[src/hdl/manchester_table_decoder_defines.svh]
// ----------------------------------------------------------------------------
// Manchester table decoder assertion macros
// Shared concurrent assertion forms used at the end of the top level.
// ----------------------------------------------------------------------------
`ifndef MANCHESTER_TABLE_DECODER_DEFINES_SVH
`define MANCHESTER_TABLE_DECODER_DEFINES_SVH

// Same-cycle implication, checked on every rising edge outside reset.
`define MTD_ASSERT_NOW(lbl, clk, rst, ante, cons) \
  lbl: assert property (@(posedge clk) disable iff (rst) (ante) |-> (cons)) \
    else $error("manchester_table_decoder: same-cycle check failed");

// Next-cycle implication, checked on every rising edge outside reset.
`define MTD_ASSERT_NEXT(lbl, clk, rst, ante, cons) \
  lbl: assert property (@(posedge clk) disable iff (rst) (ante) |=> (cons)) \
    else $error("manchester_table_decoder: next-cycle check failed");

`endif

[src/hdl/mtd_pkg.sv]
// ----------------------------------------------------------------------------
// Manchester table decoder package
// State and action codes and the result record shared by the modules and interfaces.
// ----------------------------------------------------------------------------
package mtd_pkg;

  // Decoder states: last half-bit pair seen and what the machine expects.
  typedef enum logic [3:0] {
    ST_00_START0 = 4'd0,
    ST_01_START0 = 4'd1,
    ST_10_START0 = 4'd2,
    ST_11_START0 = 4'd3,
    ST_00_START1 = 4'd4,
    ST_01_START1 = 4'd5,
    ST_10_START1 = 4'd6,
    ST_11_START1 = 4'd7,
    ST_00_DONE   = 4'd8,
    ST_01_DONE   = 4'd9,
    ST_10_DONE   = 4'd10,
    ST_11_DONE   = 4'd11
  } state_t;

  localparam state_t RESET_STATE = ST_01_DONE;

  // Action taken on one transition of the decoder.
  typedef enum logic [2:0] {
    ACT_START0  = 3'd0,
    ACT_START1  = 3'd1,
    ACT_RX0     = 3'd2,
    ACT_RX1     = 3'd3,
    ACT_ERROR   = 3'd4,
    ACT_UNREACH = 3'd5
  } action_t;

  localparam int unsigned OUT_COUNT_W = 16;
  localparam int unsigned BYTE_W      = 8;
  localparam int unsigned POS_W       = 3;

  // One decoded result.
  typedef struct packed {
    logic                   bit_valid;
    logic                   decoded_bit;
    logic [BYTE_W-1:0]      assembled_byte;
    logic                   byte_complete;
    logic                   symbol_error;
    logic [OUT_COUNT_W-1:0] error_count;
    logic [OUT_COUNT_W-1:0] longest_run;
  } result_t;

endpackage

[src/hdl/mtd_if.sv]
// ----------------------------------------------------------------------------
// Manchester table decoder channel interfaces
// Valid/ready channels for line samples and for decoded results.
// ----------------------------------------------------------------------------
interface mtd_sample_if;
  logic valid;
  logic ready;
  logic line_level;

  modport source (output valid, output line_level, input ready);
  modport sink (input valid, input line_level, output ready);
endinterface

interface mtd_result_if;
  logic            valid;
  logic            ready;
  mtd_pkg::result_t data;

  modport source (output valid, output data, input ready);
  modport sink (input valid, input data, output ready);
endinterface

[src/hdl/mtd_fsm.sv]
// ----------------------------------------------------------------------------
// Manchester table decoder state machine
// Holds the decoder state and gives the action for the current line level.
// ----------------------------------------------------------------------------
module mtd_fsm (
  input  logic             clk,
  input  logic             rst,
  input  logic             step,
  input  logic             line_level,
  output mtd_pkg::action_t action
);

  mtd_pkg::state_t state;
  mtd_pkg::state_t state_next;

  // Next-state table.
  always_comb begin
    case (state)
      mtd_pkg::ST_00_START0: begin
        state_next = line_level ? mtd_pkg::ST_01_DONE : mtd_pkg::ST_00_START0;
      end
      mtd_pkg::ST_01_START0: begin
        state_next = line_level ? mtd_pkg::ST_11_START1 : mtd_pkg::ST_10_START0;
      end
      mtd_pkg::ST_10_START0: begin
        state_next = line_level ? mtd_pkg::ST_01_DONE : mtd_pkg::ST_00_START0;
      end
      mtd_pkg::ST_11_START0: begin
        state_next = line_level ? mtd_pkg::ST_11_START1 : mtd_pkg::ST_10_DONE;
      end
      mtd_pkg::ST_00_START1: begin
        state_next = line_level ? mtd_pkg::ST_01_DONE : mtd_pkg::ST_00_START0;
      end
      mtd_pkg::ST_01_START1: begin
        state_next = line_level ? mtd_pkg::ST_11_START1 : mtd_pkg::ST_10_DONE;
      end
      mtd_pkg::ST_10_START1: begin
        state_next = line_level ? mtd_pkg::ST_01_START1 : mtd_pkg::ST_00_START0;
      end
      mtd_pkg::ST_11_START1: begin
        state_next = line_level ? mtd_pkg::ST_11_START1 : mtd_pkg::ST_10_DONE;
      end
      mtd_pkg::ST_00_DONE: begin
        state_next = line_level ? mtd_pkg::ST_01_DONE : mtd_pkg::ST_00_START0;
      end
      mtd_pkg::ST_01_DONE: begin
        state_next = line_level ? mtd_pkg::ST_11_START1 : mtd_pkg::ST_10_START0;
      end
      mtd_pkg::ST_10_DONE: begin
        state_next = line_level ? mtd_pkg::ST_01_START1 : mtd_pkg::ST_00_START0;
      end
      mtd_pkg::ST_11_DONE: begin
        state_next = line_level ? mtd_pkg::ST_11_START1 : mtd_pkg::ST_10_DONE;
      end
      default: begin
        state_next = mtd_pkg::RESET_STATE;
      end
    endcase
  end

  // Action table.
  always_comb begin
    case (state)
      mtd_pkg::ST_00_START0, mtd_pkg::ST_00_START1, mtd_pkg::ST_00_DONE: begin
        action = line_level ? mtd_pkg::ACT_RX0 : mtd_pkg::ACT_ERROR;
      end
      mtd_pkg::ST_01_START0: begin
        action = mtd_pkg::ACT_UNREACH;
      end
      mtd_pkg::ST_10_START0: begin
        action = line_level ? mtd_pkg::ACT_RX0 : mtd_pkg::ACT_START0;
      end
      mtd_pkg::ST_11_START0, mtd_pkg::ST_11_START1, mtd_pkg::ST_11_DONE: begin
        action = line_level ? mtd_pkg::ACT_ERROR : mtd_pkg::ACT_RX1;
      end
      mtd_pkg::ST_01_START1: begin
        action = line_level ? mtd_pkg::ACT_START1 : mtd_pkg::ACT_RX1;
      end
      mtd_pkg::ST_10_START1: begin
        action = line_level ? mtd_pkg::ACT_UNREACH : mtd_pkg::ACT_START0;
      end
      mtd_pkg::ST_01_DONE, mtd_pkg::ST_10_DONE: begin
        action = line_level ? mtd_pkg::ACT_START1 : mtd_pkg::ACT_START0;
      end
      default: begin
        action = mtd_pkg::ACT_UNREACH;
      end
    endcase
  end

  // State register advances once per processed sample.
  always_ff @(posedge clk) begin
    if (rst) begin
      state <= mtd_pkg::RESET_STATE;
    end else if (step) begin
      state <= state_next;
    end
  end

endmodule

[src/hdl/mtd_assembler.sv]
// ----------------------------------------------------------------------------
// Manchester table decoder byte assembler and statistics
// Packs decoded bits into a byte and keeps saturating error and run counters.
// ----------------------------------------------------------------------------
module mtd_assembler #(
  parameter int unsigned COUNTER_WIDTH = 16
) (
  input  logic                           clk,
  input  logic                           rst,
  input  logic                           step,
  input  mtd_pkg::action_t               action,
  input  logic [mtd_pkg::POS_W-1:0]      bit_phase,
  output mtd_pkg::result_t               result
);

  localparam int unsigned EXT_W = COUNTER_WIDTH + mtd_pkg::OUT_COUNT_W;

  logic [mtd_pkg::BYTE_W-1:0] byte_shift;
  logic [mtd_pkg::BYTE_W-1:0] byte_shift_next;
  logic [mtd_pkg::POS_W-1:0]  bits_received;
  logic [mtd_pkg::POS_W-1:0]  bits_received_next;
  logic [COUNTER_WIDTH-1:0]   errors_seen;
  logic [COUNTER_WIDTH-1:0]   errors_seen_next;
  logic [COUNTER_WIDTH-1:0]   current_run;
  logic [COUNTER_WIDTH-1:0]   current_run_next;
  logic [COUNTER_WIDTH-1:0]   best_run;
  logic [COUNTER_WIDTH-1:0]   best_run_next;

  logic                       is_rx;
  logic                       is_err;
  logic                       rx_bit;
  logic [mtd_pkg::POS_W-1:0]  slot;
  logic [mtd_pkg::POS_W-1:0]  pos;
  logic [EXT_W-1:0]           err_ext;
  logic [EXT_W-1:0]           best_ext;

  // Classify the action.
  always_comb begin
    is_rx  = (action == mtd_pkg::ACT_RX0) || (action == mtd_pkg::ACT_RX1);
    is_err = (action == mtd_pkg::ACT_ERROR) || (action == mtd_pkg::ACT_UNREACH);
    rx_bit = (action == mtd_pkg::ACT_RX1);
  end

  // Bit position in the byte, MSB first, offset by the configured phase.
  assign slot = bits_received + bit_phase;
  assign pos  = ~slot;

  // Next values of the byte and the counters.
  always_comb begin
    byte_shift_next    = byte_shift;
    bits_received_next = bits_received;
    errors_seen_next   = errors_seen;
    current_run_next   = current_run;
    best_run_next      = best_run;
    if (is_rx) begin
      byte_shift_next[pos] = rx_bit;
      bits_received_next   = bits_received + 1'b1;
      current_run_next     = (&current_run) ? current_run : current_run + 1'b1;
      if (current_run_next > best_run) begin
        best_run_next = current_run_next;
      end
    end else if (is_err) begin
      errors_seen_next = (&errors_seen) ? errors_seen : errors_seen + 1'b1;
      current_run_next = '0;
    end
  end

  // Counter outputs are the low bits of the wider or narrower counters.
  assign err_ext  = {{mtd_pkg::OUT_COUNT_W{1'b0}}, errors_seen_next};
  assign best_ext = {{mtd_pkg::OUT_COUNT_W{1'b0}}, best_run_next};

  // Result of this step, as seen after the update.
  always_comb begin
    result.bit_valid      = is_rx;
    result.decoded_bit    = is_rx && rx_bit;
    result.assembled_byte = byte_shift_next;
    result.byte_complete  = is_rx && (pos == '0);
    result.symbol_error   = is_err;
    result.error_count    = err_ext[mtd_pkg::OUT_COUNT_W-1:0];
    result.longest_run    = best_ext[mtd_pkg::OUT_COUNT_W-1:0];
  end

  // State update once per processed sample.
  always_ff @(posedge clk) begin
    if (rst) begin
      byte_shift    <= '0;
      bits_received <= '0;
      errors_seen   <= '0;
      current_run   <= '0;
      best_run      <= '0;
    end else if (step) begin
      byte_shift    <= byte_shift_next;
      bits_received <= bits_received_next;
      errors_seen   <= errors_seen_next;
      current_run   <= current_run_next;
      best_run      <= best_run_next;
    end
  end

endmodule

[src/hdl/manchester_table_decoder.sv]
// ----------------------------------------------------------------------------
// Manchester table decoder
// Table-driven Manchester decoder with byte packing and error statistics.
// ----------------------------------------------------------------------------
//  Channel   Direction  Payload
//  samples   in         line_level
//  results   out        result_t (bit, byte, flags, counters)
//  cfg       in         bit_phase write, no read-back
//
// One sample per cycle sustained while results are accepted. A sample is
// registered, then one table step and the counter update run between
// that register and the result register.
// Reset is synchronous and returns the decoder to the idle done state.
// A stalled result holds the input register; input stops only when both full.
// ----------------------------------------------------------------------------
`include "manchester_table_decoder_defines.svh"

module manchester_table_decoder #(
  parameter int unsigned COUNTER_WIDTH = 16
) (
  input  logic                       clk,
  input  logic                       rst,
  input  logic                       cfg_wr_en,
  input  logic [mtd_pkg::POS_W-1:0]  cfg_wr_data,
  mtd_sample_if.sink                 samples,
  mtd_result_if.source               results
);

  logic                       s1_valid;
  logic                       s1_level;
  logic                       advance;
  logic                       out_valid;
  mtd_pkg::result_t           out_data;
  logic [mtd_pkg::POS_W-1:0]  bit_phase;
  mtd_pkg::action_t           action;
  mtd_pkg::result_t           step_result;

  // A sample moves on when the result register is free or being drained.
  assign advance       = s1_valid && (!out_valid || results.ready);
  assign samples.ready = !s1_valid || advance;
  assign results.valid = out_valid;
  assign results.data  = out_data;

  // Configuration register.
  always_ff @(posedge clk) begin
    if (rst) begin
      bit_phase <= '0;
    end else if (cfg_wr_en) begin
      bit_phase <= cfg_wr_data;
    end
  end

  // Input register.
  always_ff @(posedge clk) begin
    if (rst) begin
      s1_valid <= 1'b0;
    end else if (samples.valid && samples.ready) begin
      s1_valid <= 1'b1;
    end else if (advance) begin
      s1_valid <= 1'b0;
    end
  end

  always_ff @(posedge clk) begin
    if (samples.valid && samples.ready) begin
      s1_level <= samples.line_level;
    end
  end

  // Decoder state machine.
  mtd_fsm u_fsm (
    .clk        (clk),
    .rst        (rst),
    .step       (advance),
    .line_level (s1_level),
    .action     (action)
  );

  // Byte packing and statistics.
  mtd_assembler #(
    .COUNTER_WIDTH (COUNTER_WIDTH)
  ) u_asm (
    .clk       (clk),
    .rst       (rst),
    .step      (advance),
    .action    (action),
    .bit_phase (bit_phase),
    .result    (step_result)
  );

  // Result register.
  always_ff @(posedge clk) begin
    if (rst) begin
      out_valid <= 1'b0;
    end else if (advance) begin
      out_valid <= 1'b1;
    end else if (results.ready) begin
      out_valid <= 1'b0;
    end
  end

  always_ff @(posedge clk) begin
    if (advance) begin
      out_data <= step_result;
    end
  end

  // A result is never both a decoded bit and a symbol error.
  `MTD_ASSERT_NOW(a_rx_err_excl, clk, rst, out_valid,
                  !(out_data.bit_valid && out_data.symbol_error))
  // A completed byte always comes with a decoded bit.
  `MTD_ASSERT_NOW(a_done_has_bit, clk, rst, out_valid && out_data.byte_complete,
                  out_data.bit_valid)
  // A held sample is not lost while the result side stalls.
  `MTD_ASSERT_NEXT(a_s1_held, clk, rst, s1_valid && !advance, s1_valid)

endmodule
[src/flat_wrapper.sv]
// flat-port wrapper written by rule: the top's interface ports become plain ports
module manchester_table_decoder_flat 
#(
  parameter int unsigned COUNTER_WIDTH = 16
)
  (clk, rst, cfg_wr_en, cfg_wr_data, samples_valid, samples_line_level, samples_ready, results_valid, results_data, results_ready);
  mtd_sample_if samples_i ();
  mtd_result_if results_i ();
  input  logic clk;
  input  logic rst;
  input  logic cfg_wr_en;
  input  logic [mtd_pkg::POS_W-1:0] cfg_wr_data;
  input wire logic [$bits(samples_i.valid)-1:0] samples_valid;
  input wire logic [$bits(samples_i.line_level)-1:0] samples_line_level;
  output wire logic [$bits(samples_i.ready)-1:0] samples_ready;
  output wire logic [$bits(results_i.valid)-1:0] results_valid;
  output wire logic [$bits(results_i.data)-1:0] results_data;
  input wire logic [$bits(results_i.ready)-1:0] results_ready;
  assign samples_i.valid = samples_valid;
  assign samples_i.line_level = samples_line_level;
  assign samples_ready = samples_i.ready;
  assign results_valid = results_i.valid;
  assign results_data = results_i.data;
  assign results_i.ready = results_ready;
  manchester_table_decoder #(.COUNTER_WIDTH(COUNTER_WIDTH)) u_core (.clk(clk), .rst(rst), .cfg_wr_en(cfg_wr_en), .cfg_wr_data(cfg_wr_data), .samples(samples_i), .results(results_i));
endmodule
[config.mk]
export PLATFORM = sky130hd
export DESIGN_NAME = manchester_table_decoder_flat
export DESIGN_NICKNAME = d
export VERILOG_FILES = /design/src/hdl/mtd_pkg.sv /design/src/hdl/mtd_if.sv /design/src/hdl/mtd_fsm.sv /design/src/hdl/mtd_assembler.sv /design/src/hdl/manchester_table_decoder.sv /design/src/flat_wrapper.sv
export VERILOG_INCLUDE_DIRS = /design/src /design/src/hdl
export SDC_FILE = /design/constraint.sdc
export NUM_CORES = 1
export LEC_CHECK = 0
export BUFFER_PORTS_ARGS = -buffer_cell sky130_fd_sc_hd__buf_2
export CORE_ASPECT_RATIO = 0.9
export CORE_UTILIZATION = 54
export CTS_CLUSTER_SIZE = 10
export DETAILED_ROUTE_END_ITERATION = 10
export PLACE_DENSITY = 0.76
export REMOVE_ABC_BUFFERS = 1
export SLEW_MARGIN = 20
export SYNTH_ARGS = -nofsm -noshare
export SYNTH_HDL_FRONTEND = slang
export SYNTH_HIERARCHICAL = 1
export SYNTH_SLANG_ARGS = --single-unit
[constraint.sdc]
create_clock -name clk -period 4.15 [get_ports clk]
set_input_delay 0.6225 -clock clk [delete_from_list [all_inputs] [get_ports clk]]
set_output_delay 0.6225 -clock clk [all_outputs]
set_load 0.005 [all_outputs]
==> summary.txt, run 1 <==
Power
  • Worst IR drop on VDD: 296.2 uV
  • P per Cell Area: roughly 390 nW/um^2
  • Pwr Total: between 2 and 3 mW
  • P_leak: ~2.6 nW

Die
  • Die Wd: 112.4 um
  • IO Count: 55
  • Starting Density: 0.5660
  • Core ar.: 10470 sq um
  • Die Area: around 11000 sq um
  • Site Rows: 35
  • Die Ht: 101.4 um

Place
  • Worst slack, placed: 104.4 ps
  • RePlAce Congestion: 0.8882
  • Number of port buffers: 54
  • DPL Wire Length: roughly 8.5 mm
  • Area after DPL: between 6000 and 7000 sq um

Routing
  • Iter 0 DRT Violations: slightly above 300
  • First-pass iteration count of the detailed router: 5
  • # DRC: 0
  • Vias: 4744
  • Wirelength per Cell: 16.41 um
  • DR vias/cell: 5.975
  • Final WL: 13.03 mm
  • Post-route antenna net violation count: 0

Logic synthesis
  • Number of flops mapped to enable cells by yosys: 45
  • Top cell type's share of synthesized area: 0.2298
  • Mapped Area: 5924 sq um
  • Unique masters post-synth: 74
  • Top post-synthesis cells by area: dfxtp_1 23%, edfxtp_1 23%, mux2_2 5.3%, ha_1 4.6%, mux2i_1 3.7%
  • Flops & latches, synth: 113
  • Async SR Flop Fraction: 0
  • Post-synthesis sequential area ratio: 0.4579
  • Main synth FF type: dfxtp_1
  • Mean Syn Cell Area: 9.841 sq um
  • Cells after Synth: 602
  • Synth warnings: 6
  • Synth area leader: dfxtp_1

Timing
  • Final Hold Vio Count: 0
  • Clk_skew: 9.157 ps
  • Setup ws final: 168.8 ps
  • Max-slew violation count: 0
  • Setup violations, final: 0
  • Final Critical Period: 3981 ps
  • Max Freq: 251.2 MHz
  • Worst-margin pin slew: 981.2 ps
  • Setup TNS: 0 ps
  • RSZ-0062 raised after global routing: no
  • Hold slack final: 398.1 ps
  • Final cycle utilization of the critical path: 0.9593
  • Rel. slew slack: 0.3419

Worst setup path
  • Crit path kind: reg2reg
  • RR Startpoint: u_core/u_asm/current_run[6]$_SDFFE_PP0P_
  • Reg2reg setup slack: between 150 and 200 ps
  • Critical Path AT: 4130 ps
  • Critical path endpoint category: flip-flop
  • Total buffers and inverters traversed by the critical path: 1
  • Family with the most delay on the worst path: simple AND/OR/NAND/NOR gates
  • Worst Setup Start Kind: flip-flop
  • R2R cell count: 10
  • Crit Path Max Fanout: 9
  • CP max stage cell: or4_4
  • Worst path cell trace: nand4_2 > or4_4 > or4b_4 > and2_4 > ha_1 > nand4_1 > a2111o_1 > a31oi_2 > buf_4 > mux2_2
  • Critical Path RT: 4300 ps
  • Worst reg2reg path endpoint: u_core/results.data[5]$_DFFE_PP_
  • CP max stage delay: around 560 ps

Global routing
  • Initial antenna violation count: 0
  • Overall Global Routing Usage: 0.2405
  • Global-route wire length before repair: between 20 and 25 mm
  • Largest net degree at the start of global routing: 51
  • Grt ovf: 0
  • Vias in the first global route: 4477

Clocking
  • Clock latency on the worst-skew pair: just over 400 ps
  • Clock-pin slew on the worst setup and hold paths: 50 ps
  • TritonCTS Buffers: 17
  • Clock buffer depth: 2
  • Hold buffer count at cts: 0
  • H-tree levels: 4
  • TritonCTS clock tree: built
  • Post-CTS setup buffer count: 0
  • Clock root buffer: clkbuf_16
  • Clk sinks: 113

Hold path
  • Hold Crit Depth: 1
  • Worst Hold Path EP: u_core/s1_level$_DFFE_PP_
  • Min-delay src: samples_line_level
  • Hold WC Path Type: in2reg

Cells and area
  • Area grow syn2layout: 15.04%
  • Most frequent cells in the layout: 66 x dfxtp_1, 56 x nand2_1, 54 x buf_2, 45 x edfxtp_1, 39 x a21oi_1
  • Nets@finish: 684
  • Commonest non-fill, non-tap cell in the layout: dfxtp_1
  • Fin area: 6815 sq um
  • ANT cells: 0
  • Filler cells: approximately 810
  • Register Area: 2715 sq um
  • Multi-input logic area: 2945 sq um
  • Share of cells above drive strength 1: 0.2211

Run
  • Max-cap violations: 0

Outcome
  • Run status: finished, final reports clean
[synthesized netlist by cell type (3+ instances only)]
library cell and instances:
and2_1 9, o211ai_1 4, and3_1 5, a31oi_1 4, xnor2_1 7, nand2_1 56
a22oi_1 4, and4_1 4, clkbuf_1 25, mux2i_1 22, or2_2 9, nor4_1 4
nand3_1 21, edfxtp_1 45, nor2_1 38, nor2b_1 5, a32oi_1 3, inv_1 29
o21ai_0 28, dfxtp_1 68, nand2b_1 5, nand4_1 12, o21a_1 4, o31ai_1 5
nor3_1 15, mux2_2 28, o31a_1 4, buf_4 3, a21oi_1 39, or4_1 6
ha_1 22, or3_1 7, xor2_1 11
[registers in the layout, indices dropped and copies added (netlist names)]
signal and count:
u_core/results.data 44, u_core/u_asm/best_run 16, u_core/results.valid 1, u_core/u_asm/byte_shift 8
u_core/s1_level 1, u_core/bit_phase 3, u_core/u_fsm/state 4, u_core/u_asm/bits_received 3
u_core/s1_valid 1, u_core/u_asm/current_run 16, u_core/u_asm/errors_seen 16
[worst max-delay path by stage]
stage,endpoint,depth (start not counted),start
after CTS,u_core/results.data[3]$_DFFE_PP_,11,u_core/u_asm/current_run[0]$_SDFFE_PP0P_
after floorplan,u_core/u_asm/best_run[0]$_SDFFE_PP0P_,5,results_ready
after detailed placement,u_core/results.data[5]$_DFFE_PP_,11,u_core/u_asm/current_run[0]$_SDFFE_PP0P_
after global placement,u_core/results.data[5]$_DFFE_PP_,11,u_core/u_asm/current_run[0]$_SDFFE_PP0P_
after global routing,u_core/results.data[3]$_DFFE_PP_,11,u_core/u_asm/current_run[6]$_SDFFE_PP0P_
final,u_core/results.data[5]$_DFFE_PP_,10,u_core/u_asm/current_run[6]$_SDFFE_PP0P_
[per-layer routing]
layer | vias to the layer above | wire, um | track usage
met5 | - | 0 | 0
met4 | 0 | 265 | 0.1026
met3 | 21 | 737 | 0.05266
met2 | 158 | 6136 | 0.3927
met1 | 2268 | 5893 | 0.3121
li1 | 2297 | - | -
[layout make-up]
cell class,instances,area share
timing repair buffer,65,0.05177
multi-input combinational,425,0.4322
clock buffer,18,0.06297
inverter,30,0.01652
sequential,113,0.3984
tap,129,0.02368
clock inverter,14,0.01450
[repair_timing]
action | in CTS | in global routing
endpoints found under the setup margin | 0 | 16
resized for setup | 0 | 3
hold endpoints to repair | 0 | 0
[report_power, final]
| group | total (mW) | internal [mW] | switching [mW] |
|---|---|---|---|
| clock | 1.29 | 0.805 | 0.485 |
| sequential | 1.21 | 1.19 | 0.0184 |
| combinational | 0.159 | 0.0609 | 0.0983 |
[through the flow]
stage	cells	utilization
floorplan	568	-
global placement	762	0.6002
detailed placement	762	0.6002
CTS	794	0.6507
global route	794	0.6512
finish	794	0.6512
[logic make-up (layout without fill, tap and decap cells)]
logic type / count (synthesis) / count (layout) / share of synthesized area
xor+xnor: 19 / 19 / 0.03041
simple gates: 213 / 213 / 0.1937
fa+ha+maj: 24 / 24 / 0.05174
buf+inv: 64 / 127 / 0.04561
compound gates: 118 / 118 / 0.1278
mux: 51 / 51 / 0.09292
flops: 113 / 113 / 0.4579
No activity file was read; power rests on OpenSTA's default activity.
==> inputs of run 2 (changes only) <==
--- a/config.mk
+++ b/config.mk
@@ -11,7 +11,7 @@
 export CORE_UTILIZATION = 54
 export CTS_CLUSTER_SIZE = 10
 export DETAILED_ROUTE_END_ITERATION = 10
-export PLACE_DENSITY = 0.76
+export PLACE_DENSITY = 0.84
 export REMOVE_ABC_BUFFERS = 1
 export SLEW_MARGIN = 20
 export SYNTH_ARGS = -nofsm -noshare
==> run 2 against run 1 <==
Compared with the run above: routed wire length up 4.7%; sequential power about the same; total power grew 2.9%; via count is 4.0% higher; clock power increased by 5%; register-to-register slack worse by 30 ps; largest power group unchanged.
==> summary.txt, run 2 (synthesis results as in run 1) <==
Hold path
  • Hold WC Path Type: in2reg
  • Hold Crit Depth: 1

Worst setup path
  • Critical Path AT: about 4200 ps
  • CP max stage delay: 570 ps
  • Worst path cell trace: ha_2 > inv_1 > or4_4 > or4b_4 > and2_4 > ha_1 > nand4_1 > a2111o_1 > a31oi_2 > buf_4 > mux2_2
  • Worst Setup Start Kind: flip-flop
  • Crit Path Max Fanout: 9
  • Critical Path RT: 4310 ps
  • R2R cell count: 11
  • Crit path kind: reg2reg
  • CP max stage cell: or4_4
  • Critical path endpoint category: flip-flop

Timing
  • Rel. slew slack: 0.3189
  • RSZ-0062 raised after global routing: no
  • Final cycle utilization of the critical path: 0.9673
  • Final Critical Period: 4014 ps
  • Setup violations, final: 0
  • Worst-margin pin slew: 1021 ps
  • Max Freq: roughly 250 MHz
  • Clk_skew: approximately 7.3 ps
  • Max-slew violation count: 0
  • Final Hold Vio Count: 0

Clocking
  • H-tree levels: 4
  • TritonCTS clock tree: built
  • Clock root buffer: clkbuf_16
  • TritonCTS Buffers: 17
  • Clock buffer depth: 2
  • Clock latency on the worst-skew pair: between 400 and 500 ps
  • Clock-pin slew on the worst setup and hold paths: ~60 ps
  • Clk sinks: 113

Outcome
  • Run status: finished, final reports clean

Routing
  • Wirelength per Cell: 17.21 um
  • Final WL: 13.65 mm
  • DR vias/cell: 6.219
  • # DRC: 0
  • Vias: around 4900
  • First-pass iteration count of the detailed router: 5
  • Iter 0 DRT Violations: 460
  • Post-route antenna net violation count: 0

Die
  • IO Count: 55
  • Die Wd: 112.4 um
  • Die Area: 11400 sq um
  • Die Ht: about 100 um
  • Starting Density: 0.5660
  • Core ar.: about 10000 sq um
  • Site Rows: 35

Run
  • Max-cap violations: 0

Power
  • Switching share of power: 0.2407
  • Worst IR drop on VDD: 287.8 uV
  • Power share of the combinational group: 0.059
  • Part of the power in registers: 0.442
  • P per Cell Area: 399.6 nW/um^2
  • P_sw: between 600 and 700 uW
  • P_leak: 2.619 nW
  • Clock Power Share: 0.499
  • Pwr Total: 2.732 mW
  • Internal power: 2.075 mW

Cells and area
  • Area grow syn2layout: 15.40%
  • Commonest non-fill, non-tap cell in the layout: dfxtp_1
  • Share of cells above drive strength 1: 0.2244
  • Max reg flops: 44
  • ANT cells: 0
  • Nets@finish: 683
  • Most frequent cells in the layout: 67 x dfxtp_1, 56 x nand2_1, 54 x buf_2, 45 x edfxtp_1, 39 x a21oi_1
  • Final non-filler cell total: 793

Place
  • RePlAce Congestion: 0.8686
  • Placed insts: around 760
  • DPL Wire Length: 8.881 mm
  • Number of port buffers: 54

Global routing
  • Overall Global Routing Usage: 0.2490
  • Largest net degree at the start of global routing: 51
  • Vias in the first global route: between 4000 and 5000
  • Grt ovf: 0
  • Initial antenna violation count: 0
  • Global-route wire length before repair: 21.90 mm
## run 2: final cells by class
| cell class | instances | area, sq um |
|---|---|---|
| inverters | 30 | 112.6 |
| clock inverters | 15 | 132.6 |
| flip-flops and latches | 113 | 2714 |
| repair buffers | 64 | 345.3 |
| fillers | 787 | 3630 |
| multi-input cells | 425 | 2945 |
| clock buffers | 17 | 425.4 |
| well taps | 129 | 161.4 |
## run 2: routing by layer
layer	routed length [um]	GRT usage
met5	0	0
met2	6396	0.4118
met4	345	0.1169
met3	1138	0.05566
met1	5765	0.3140
## run 2: critical path, delay by kind of cell, from the launching register on
kind | cells | cell delay (ps)
AND/OR/NAND/NOR | 4 | 1420
flip-flops | 1 | 430
AO/OA/AOI/OAI | 2 | 680
buffers and inverters | 2 | 320
adder cells (fa/ha/maj) | 2 | 580
multiplexers | 1 | 350
## run 2: power by group through the flow
| stage | clock (mW) | sequential, mW | combinational, mW |
|---|---|---|---|
| 5_1_grt | 1.43 | 1.21 | 0.177 |
| 2_1_floorplan | 0 | 1.23 | 0.0905 |
| 4_1_cts | 1.37 | 1.21 | 0.161 |
| 3_3_place_gp | 0 | 1.23 | 0.153 |
| 6_report | 1.36 | 1.21 | 0.162 |
| 3_5_place_dp | 0 | 1.23 | 0.158 |
## run 2: path summary, 6_finish.rpt
check                                      startpoint                                endpoint  slack, ps
max reg2reg  u_core/u_asm/current_run[1]$_SDFFE_PP0P_        u_core/results.data[6]$_DFFE_PP_        140
max          u_core/u_asm/current_run[1]$_SDFFE_PP0P_        u_core/results.data[6]$_DFFE_PP_        140
min reg2reg    u_core/u_asm/best_run[12]$_SDFFE_PP0P_  u_core/u_asm/best_run[12]$_SDFFE_PP0P_        480
min                                samples_line_level               u_core/s1_level$_DFFE_PP_        380
## run 2: repair_timing
action,4_1_cts,5_1_grt
endpoints found under the setup margin,0,16
buffers inserted,0,0
gates resized for setup,0,2
hold buffers,0,0
## run 2: through the flow
| stage | setup TNS (ps) | setup WS (ps) | hold slack (ps) | util | cell area [sq um] |
|---|---|---|---|---|---|
| floorplan | -3410 | -213.1 | 445.3 | - | 5767 |
| global placement | 0 | 250.3 | 456.9 | 0.5995 | 6275 |
| detailed placement | 0 | 124.7 | 467.6 | 0.5995 | 6275 |
| CTS | 0 | 90.58 | 373.1 | 0.6528 | 6833 |
| global route | 0 | 10.88 | 375.5 | 0.6532 | 6837 |
| finish | 0 | 135.5 | 380.3 | 0.6532 | 6837 |
==> inputs of run 3 (changes only) <==
--- a/config.mk
+++ b/config.mk
@@ -8,10 +8,10 @@
 export LEC_CHECK = 0
 export BUFFER_PORTS_ARGS = -buffer_cell sky130_fd_sc_hd__buf_2
 export CORE_ASPECT_RATIO = 0.9
-export CORE_UTILIZATION = 54
+export CORE_UTILIZATION = 25
 export CTS_CLUSTER_SIZE = 10
 export DETAILED_ROUTE_END_ITERATION = 10
-export PLACE_DENSITY = 0.84
+export PLACE_DENSITY = 0.5
 export REMOVE_ABC_BUFFERS = 1
 export SLEW_MARGIN = 20
 export SYNTH_ARGS = -nofsm -noshare
==> run 3 against run 2 <==
Compared with the run above: core utilization decreased by 35 points; design area increased by 4.3%; critical path depth unchanged; global-route usage decreased by 13 points; total power increased by 3.0%; clock skew decreased by 2.1 ps; via count decreased by 7.9%; worst hold slack improved by 0.90 ps; register-to-register slack improved by 130 ps; clock power increased by 6%; die area increased by 110%.
==> summary.txt, run 3 (synthesis results as in run 1) <==
Routing
  • Final WL: about 14 mm
  • Iter 0 DRT Violations: 216
  • DR vias/cell: 4.686
  • Vias: 4541
  • Wirelength per Cell: around 14 um
  • # DRC: 0
  • First-pass iteration count of the detailed router: 5
  • Post-route antenna net violation count: 0

Timing
  • Final Critical Period: roughly 3900 ps
  • Final Hold Vio Count: 0
  • Setup TNS: 0 ps
  • RSZ-0062 raised after global routing: no
  • Clk_skew: 5.196 ps
  • Max-slew violation count: 0
  • Max Freq: 257.3 MHz
  • Setup violations, final: 0
  • Hold slack final: 381.2 ps
  • Final cycle utilization of the critical path: 0.9364
  • Worst-margin pin slew: 1045 ps
  • Rel. slew slack: 0.3024

Cells and area
  • Nets@finish: 686
  • Most frequent cells in the layout: 67 x dfxtp_1, 56 x nand2_1, 54 x buf_2, 45 x edfxtp_1, 39 x a21oi_1
  • Max reg flops: 44
  • Register Area: 2714 sq um
  • Share of cells above drive strength 1: 0.2279
  • Multi-input logic area: 2950 sq um
  • Area grow syn2layout: 20.36%
  • Filler cells: 2392
  • Commonest non-fill, non-tap cell in the layout: dfxtp_1
  • ANT cells: 0
  • Fin area: 7131 sq um

Die
  • Site Rows: 53
  • Die Area: ~24000 sq um
  • Die Wd: 164.3 um
  • Starting Density: 0.2545
  • Core ar.: 23280 sq um
  • IO Count: 55
  • Die Ht: 148.0 um

Global routing
  • Vias in the first global route: 4334
  • Grt ovf: 0
  • Initial antenna violation count: 0
  • Overall Global Routing Usage: 0.1208
  • Largest net degree at the start of global routing: 55
  • Global-route wire length before repair: 22.81 mm

Clocking
  • H-tree levels: 4
  • Clock latency on the worst-skew pair: roughly 420 ps
  • Post-CTS setup buffer count: 0
  • TritonCTS Buffers: 17
  • TritonCTS clock tree: built
  • Clock buffer depth: 2
  • Clock root buffer: clkbuf_16
  • Clk sinks: 113
  • Clock-pin slew on the worst setup and hold paths: 50 ps

Worst setup path
  • R2R cell count: 11
  • CP Depth: 11
  • Total buffers and inverters traversed by the critical path: 2
  • CP max stage delay: 560 ps
  • Critical path endpoint category: flip-flop
  • Family with the most delay on the worst path: simple AND/OR/NAND/NOR gates
  • Critical Path AT: about 4100 ps
  • Crit Path Max Fanout: 6
  • Worst Setup Start Kind: flip-flop
  • Worst path cell trace: ha_2 > inv_1 > or4_4 > or4b_4 > and2_4 > ha_1 > nand4_1 > a2111o_1 > a31oi_2 > buf_4 > mux2_2
  • Critical Path RT: ~4300 ps
  • Crit path kind: reg2reg
  • CP max stage cell: or4_4

Power
  • Worst IR drop on VDD: 280.6 uV
  • P_leak: 2.660 nW
  • P per Cell Area: 394.6 nW/um^2
  • Pwr Total: 2.814 mW

Place
  • DPL Wire Length: ~9.4 mm
  • RePlAce Congestion: between 0.8 and 0.9
  • Number of port buffers: 54
  • Area after DPL: between 6000 and 7000 sq um

Run
  • Max-cap violations: 0

Hold path
  • Hold Crit Depth: 1
  • Hold WC Path Type: in2reg

Outcome
  • Run status: finished, final reports clean
## run 3: changes by cell type in the layout (fill, tap and decap cells not counted), sizes merged
| cell | change |
|---|---|
| buf | +3 |
| bufinv | +1 |
| clkbuf | +5 |
| clkinv | -1 |
| clkinvlp | -1 |
| inv | -4 |
## run 3: area by class of cell
class,instances,area share
Multi-Input combinational cell,425,0.4138
Sequential cell,113,0.3806
Clock buffer,22,0.06650
Timing Repair Buffer,67,0.05510
Tap cell,302,0.05299
Inverter,30,0.01579
Clock inverter,10,0.01527
## run 3: final timing paths
kind | end | slack [ps] | from
worst max register to register | u_core/results.data[13]$_DFFE_PP_ | 260 | u_core/u_asm/current_run[1]$_SDFFE_PP0P_
worst min register to register | u_core/u_asm/best_run[13]$_SDFFE_PP0P_ | 470 | u_core/u_asm/best_run[13]$_SDFFE_PP0P_
worst max-delay path | u_core/results.data[13]$_DFFE_PP_ | 260 | u_core/u_asm/current_run[1]$_SDFFE_PP0P_
worst min-delay path | u_core/s1_level$_DFFE_PP_ | 380 | samples_line_level
## run 3: repair_timing
| action | CTS | global route |
|---|---|---|
| hold buffers | 0 | 0 |
| gates resized for setup | 0 | 3 |
| hold endpoints to repair | 0 | 0 |
| setup endpoints to repair | 0 | 16 |
## run 3: where the power goes
part | total [mW] | internal [mW] | switching, mW
clock | 1.44 | 0.925 | 0.515
sequential | 1.21 | 1.19 | 0.0197
combinational | 0.166 | 0.0640 | 0.102
total | 2.81 | 2.18 | 0.636
## run 3: per-layer routing
layer / GRT usage / wire length, um / vias up
met2: 0.1719 / 6050 / 77
met4: 0.05185 / 231 / 0
met1: 0.1710 / 7086 / 2142
li1: - / - / 2306
met3: 0.03002 / 535 / 16
met5: 0 / 0 / -
## run 3: stage by stage
step	utilization	cells	setup slack (ps)
3_5_place_dp	0.2810	937	62.01
4_1_cts	0.3060	969	55.55
5_1_grt	0.3063	969	37.82
6_report	0.3063	969	264.0
3_3_place_gp	0.2810	937	147.3
2_1_floorplan	-	568	-213.1
